**config.mk**
```make
export PLATFORM = sky130hd
export DESIGN_NAME = q2e_cordic
export DESIGN_NICKNAME = d
export VERILOG_FILES = /design/src/q2e_pkg.sv /design/src/q2e_cordic.sv
export SDC_FILE = /design/constraint.sdc
export NUM_CORES = 2
export LEC_CHECK = 0
export BUFFER_PORTS_ARGS = -buffer_cell sky130_fd_sc_hd__buf_2
export CAP_MARGIN = 20
export CORE_UTILIZATION = 45
export CTS_CLUSTER_DIAMETER = 200
export DETAILED_ROUTE_END_ITERATION = 6
export SYNTH_ARGS = -nofsm -noshare
export SYNTH_HDL_FRONTEND = slang
export SYNTH_SLANG_ARGS = --single-unit
```
**constraint.sdc**
```tcl
create_clock -name clk -period 12.6 [get_ports clk]
set_input_delay 1.89 -clock clk [delete_from_list [all_inputs] [get_ports clk]]
set_output_delay 1.89 -clock clk [all_outputs]
set_load 0.02 [all_outputs]
```
**src/q2e_pkg.sv**
```systemverilog
package q2e_pkg;

    localparam int CORDIC_STEPS_DEF = 16;
    localparam int TABLE_LEN        = 24;

    // sum and vector widths
    localparam int SUM_W  = 34;
    localparam int VEC_W  = 36;
    localparam int ANG_W  = 26;
    localparam int TAB_W  = 21;

    localparam logic signed [ANG_W-1:0] HALF_TURN = ANG_W'(180 * 32768);
    localparam logic signed [15:0]      DECL_RESET = 16'sd1715;

    localparam logic signed [18:0] LIM_FULL = 19'sd23040;
    localparam logic signed [18:0] LIM_HALF = 19'sd11520;

    // round(atan(2^-i) * 2^15), degrees
    function automatic logic [TAB_W-1:0] atan_step(input int i);
        logic [TAB_W-1:0] v;
        begin
            case (i)
                0:  v = TAB_W'(1474560);
                1:  v = TAB_W'(870484);
                2:  v = TAB_W'(459940);
                3:  v = TAB_W'(233473);
                4:  v = TAB_W'(117189);
                5:  v = TAB_W'(58652);
                6:  v = TAB_W'(29333);
                7:  v = TAB_W'(14667);
                8:  v = TAB_W'(7334);
                9:  v = TAB_W'(3667);
                10: v = TAB_W'(1833);
                11: v = TAB_W'(917);
                12: v = TAB_W'(458);
                13: v = TAB_W'(229);
                14: v = TAB_W'(115);
                15: v = TAB_W'(57);
                16: v = TAB_W'(29);
                17: v = TAB_W'(14);
                18: v = TAB_W'(7);
                19: v = TAB_W'(4);
                20: v = TAB_W'(2);
                21: v = TAB_W'(1);
                default: v = '0;
            endcase
            return v;
        end
    endfunction

endpackage

```
**src/q2e_cordic.sv**
```systemverilog
module q2e_cordic #(
    parameter int STEPS = q2e_pkg::CORDIC_STEPS_DEF
) (
    input  logic                              clk,
    input  logic                              en,
    input  logic signed [q2e_pkg::SUM_W-1:0]  num,
    input  logic signed [q2e_pkg::SUM_W-1:0]  den,
    output logic signed [q2e_pkg::ANG_W-1:0]  angle
);
    import q2e_pkg::*;

    logic signed [VEC_W-1:0] x_reg [0:STEPS];
    logic signed [VEC_W-1:0] y_reg [0:STEPS];
    logic signed [ANG_W-1:0] z_reg [0:STEPS];
    logic                    zero_reg [0:STEPS];

    // left half plane: turn by 180 degrees first
    always_ff @(posedge clk)
    begin
        if (en)
        begin
            zero_reg[0] <= (num == '0) && (den == '0);
            if (den < 0)
            begin
                x_reg[0] <= -VEC_W'(den);
                y_reg[0] <= -VEC_W'(num);
                z_reg[0] <= (num >= 0) ? HALF_TURN : -HALF_TURN;
            end
            else
            begin
                x_reg[0] <= VEC_W'(den);
                y_reg[0] <= VEC_W'(num);
                z_reg[0] <= '0;
            end
        end
    end

    genvar i;
    generate
        for (i = 0; i < STEPS; i++) begin : g_iter
            localparam logic signed [ANG_W-1:0] STEP_ANG =
                ANG_W'($signed({1'b0, atan_step(i)}));
            logic signed [VEC_W-1:0] dx;
            logic signed [VEC_W-1:0] dy;

            assign dx = y_reg[i] >>> i;
            assign dy = x_reg[i] >>> i;

            always_ff @(posedge clk)
            begin
                if (en)
                begin
                    zero_reg[i+1] <= zero_reg[i];
                    if (y_reg[i] >= 0)
                    begin
                        x_reg[i+1] <= x_reg[i] + dx;
                        y_reg[i+1] <= y_reg[i] - dy;
                        z_reg[i+1] <= z_reg[i] + STEP_ANG;
                    end
                    else
                    begin
                        x_reg[i+1] <= x_reg[i] - dx;
                        y_reg[i+1] <= y_reg[i] + dy;
                        z_reg[i+1] <= z_reg[i] - STEP_ANG;
                    end
                end
            end
        end
    endgenerate

    assign angle = zero_reg[STEPS] ? '0 : z_reg[STEPS];

endmodule

```
==> flow_summary.toml <==
[outcome]
status = "completed"

[floorplanning]
die_h_um = 534.7
start_util_pct = 45.24
rows = 195
coreArea_mm2 = 0.2823
dieArea_mm2 = 0.2859
ios = 96
die_w_um = 534.7

[clocking]
cts_buffer_depth = 4
cts_max_level = 4
tritoncts = "yes"
cts_hold_buf = 0
worstSkewPairLatency_ns = 0.88
post_cts_buffers = 0
cts_made_buffers = 176
cts_sinks = 1455
cts_root_buffer = "clkbuf_16"
clk_pin_slew_ns = 0.06
cts.repair.resized = 0

[detailed_routing]
num_vias = 100900
drt_wl_total_um = 334600
drtIter0Drc = 7350
detail-route-antenna-nets = 0
drtPass1Iterations = 6
wl_per_cell_um = 19.08
vias_per_cell = 5.750
drc = 0

[setup_path]
rrSetupSlack_ns = 6.67
crit_type = "input port to flip-flop"
cp-end-kind = "flip-flop"
cp.arrival_ns = 7.94
cp.required_ns = 13.16
cp_max_fo = 107
r2r_start = "y_reg[6][35]"
cp-startpoint = "en"
cp-endpoint = "x_reg[7][33]"
reg2reg_depth = 18
worstSetupStartpointType = "input port"
rr_endpoint = "x_reg[7][33]"

[sta]
setup_tns_ns = 0
slew_viol_final = 0
rsz0062_at_grt = "false"
worst_pin_slew_ns = 1.072
finClkSkew_ns = 0.08643
hold_viol = 0
max_freq_ghz = 0.1356
period_share_pct = 58.54
relSlewSlack_pct = 27.86
fin_hold_ws_ns = 0.3837
post-route-min-period_ns = 7.377
setup_violations = 0

[cells_and_area]
drive_gt1_share_pct = 4.350
largest_reg_flops = 540
final_nets = 15200
fin_util_pct = 48.92
fillers = 26630
syn_to_final_growth_pct = 8.127

[yosys]
synth-edff-count = 1455
async_flop_share_pct = 0
synth-seq-cells = 1455
yosysTopAreaCell = "edfxtp_1"
ys_seq_area_share_pct = 34.21
ys_top_cells_by_area = "edfxtp_1 (34%), ha_1 (14%), xnor2_1 (8.5%)"
netlist_instances = 13590
syn_area_mm2 = 0.1277
syn-num-nets = 15130
synthDistinctLibCells = 124
yosysWarningCount = 0
synth_common_cells = "edfxtp_1 (1455), ha_1 (1425), a21oi_1 (1308)"
yosysMostFrequentCell = "edfxtp_1"
syn_avg_cell_area_um2 = 9.394
synth_top_area_share_pct = 34.21
synthFlopType = "edfxtp_1"

[global_route]
grt_max_degree = 172
grt_pass1_wl_um = 528000
grt_remaining_overflow = 0
grt_antenna_before_repair = 3
grt.total_usage_pct = 22.73
grt_pass1_vias = 95080

[placed_design]
hpwl_um = 264400
place.gp.congestion = 0.8973
port_buffers = 94

[flow_run]
cap_violations = 0

[worst_hold_path]
min_path_type = "flip-flop to flip-flop"
[worst max-delay path: stages]
cell	delay, ns
buf_12	0.18
buf_4	0.46
nand2_1	0.14
buf_4	0.44
clkinv_1	0.69
buf_4	0.48
a21oi_1	0.19
xnor2_1	0.14
ha_1	0.31
a21o_1	0.19
a21o_1	0.19
a21oi_1	0.26
nand3b_1	0.17
a31oi_1	0.15
o21ai_0	0.34
a41oi_1	0.28
a2111oi_0	0.73
o21bai_1	0.15
a21oi_1	0.19
xnor2_1	0.08
[how the worst min path moves through the flow]
stage	start	end	cells past startpoint
4_1_cts	zero_reg[0]	zero_reg[1]	0
5_1_grt	zero_reg[0]	zero_reg[1]	0
3_3_place_gp	zero_reg[8]	zero_reg[9]	0
2_1_floorplan	z_reg[5][1]	z_reg[6][1]	0
3_5_place_dp	zero_reg[15]	zero_reg[16]	0
6_report	zero_reg[0]	zero_reg[1]	0
[metrics by stage]
stage | cell area, µm² | setup slack (ns) | instances
3_3_place_gp | 132300 | 4.598 | 17230
2_1_floorplan | 127700 | 5.941 | 13590
5_1_grt | 138100 | 4.888 | 17540
4_1_cts | 138100 | 5.517 | 17540
3_5_place_dp | 132400 | 4.628 | 17230
6_report | 138100 | 5.223 | 17540
[cells in the final DEF, fill, tap and decap left out, drive strengths merged, types with 31 or more instances in the layout]
cell type  count
edfxtp      1455
or2           50
nand2        875
o21bai       206
a21boi        55
nand2b       257
a21oi       1310
and2          67
fa            40
ha          1425
a21o         575
o21a         169
clkbuf       202
or3           82
a31oi        125
xnor2       1242
nor3         344
o41ai        100
nand3        271
a2111oi       45
clkinv        75
xor2         679
a211oi       114
and3         118
nor2b        213
o31ai        188
nor2        1031
or4           62
nor4         122
a41oi         37
buf          152
a211o         35
inv          583
mux2i         46
o21ai        810
nand4         88
a311oi        31
o211ai        81
[final cells by class]
class / instances / area (µm²) / share of cell area (%)
Inverter: 590 / 2215 / 1.604
Tap cell: 3743 / 4683 / 3.392
Clock inverter: 106 / 1155 / 0.8363
Antenna cell: 4 / 10.01 / 0.007249
Sequential cell: 1455 / 43690 / 31.64
Multi-Input combinational cell: 11290 / 80820 / 58.53
Clock buffer: 201 / 4562 / 3.304
Timing Repair Buffer: 153 / 948.4 / 0.6868
[routing by layer]
| metal | vias to the layer above | global-route usage [%] | wire (µm) |
|---|---|---|---|
| met1 | 47570 | 31.30 | 156200 |
| met5 | - | 0 | 0 |
| met2 | 2198 | 38.10 | 155000 |
| li1 | 50670 | - | - |
| met3 | 418 | 2.300 | 15000 |
| met4 | 0 | 5.698 | 8392 |
[kinds of logic (layout without fill, tap and decap cells)]
family                     count (synthesis)  after routing  share of synthesized area (%)
adders and majority gates               1465           1465                          14.59
and+or+nand+nor                         3694           3694                          14.13
AOI/OAI and AO/OA                       4142           4142                          20.84
buffers and inverters                    850           1050                          2.513
xor gates and xnor gates                1921           1921                          13.17
muxes                                     66             66                         0.5369
other                                      1              5                       0.002936
DFF                                     1455           1455                          34.21
Power is left out: the tool's default activity adds up to more than one toggle a clock period on the data nets, which glitch-free logic cannot reach.
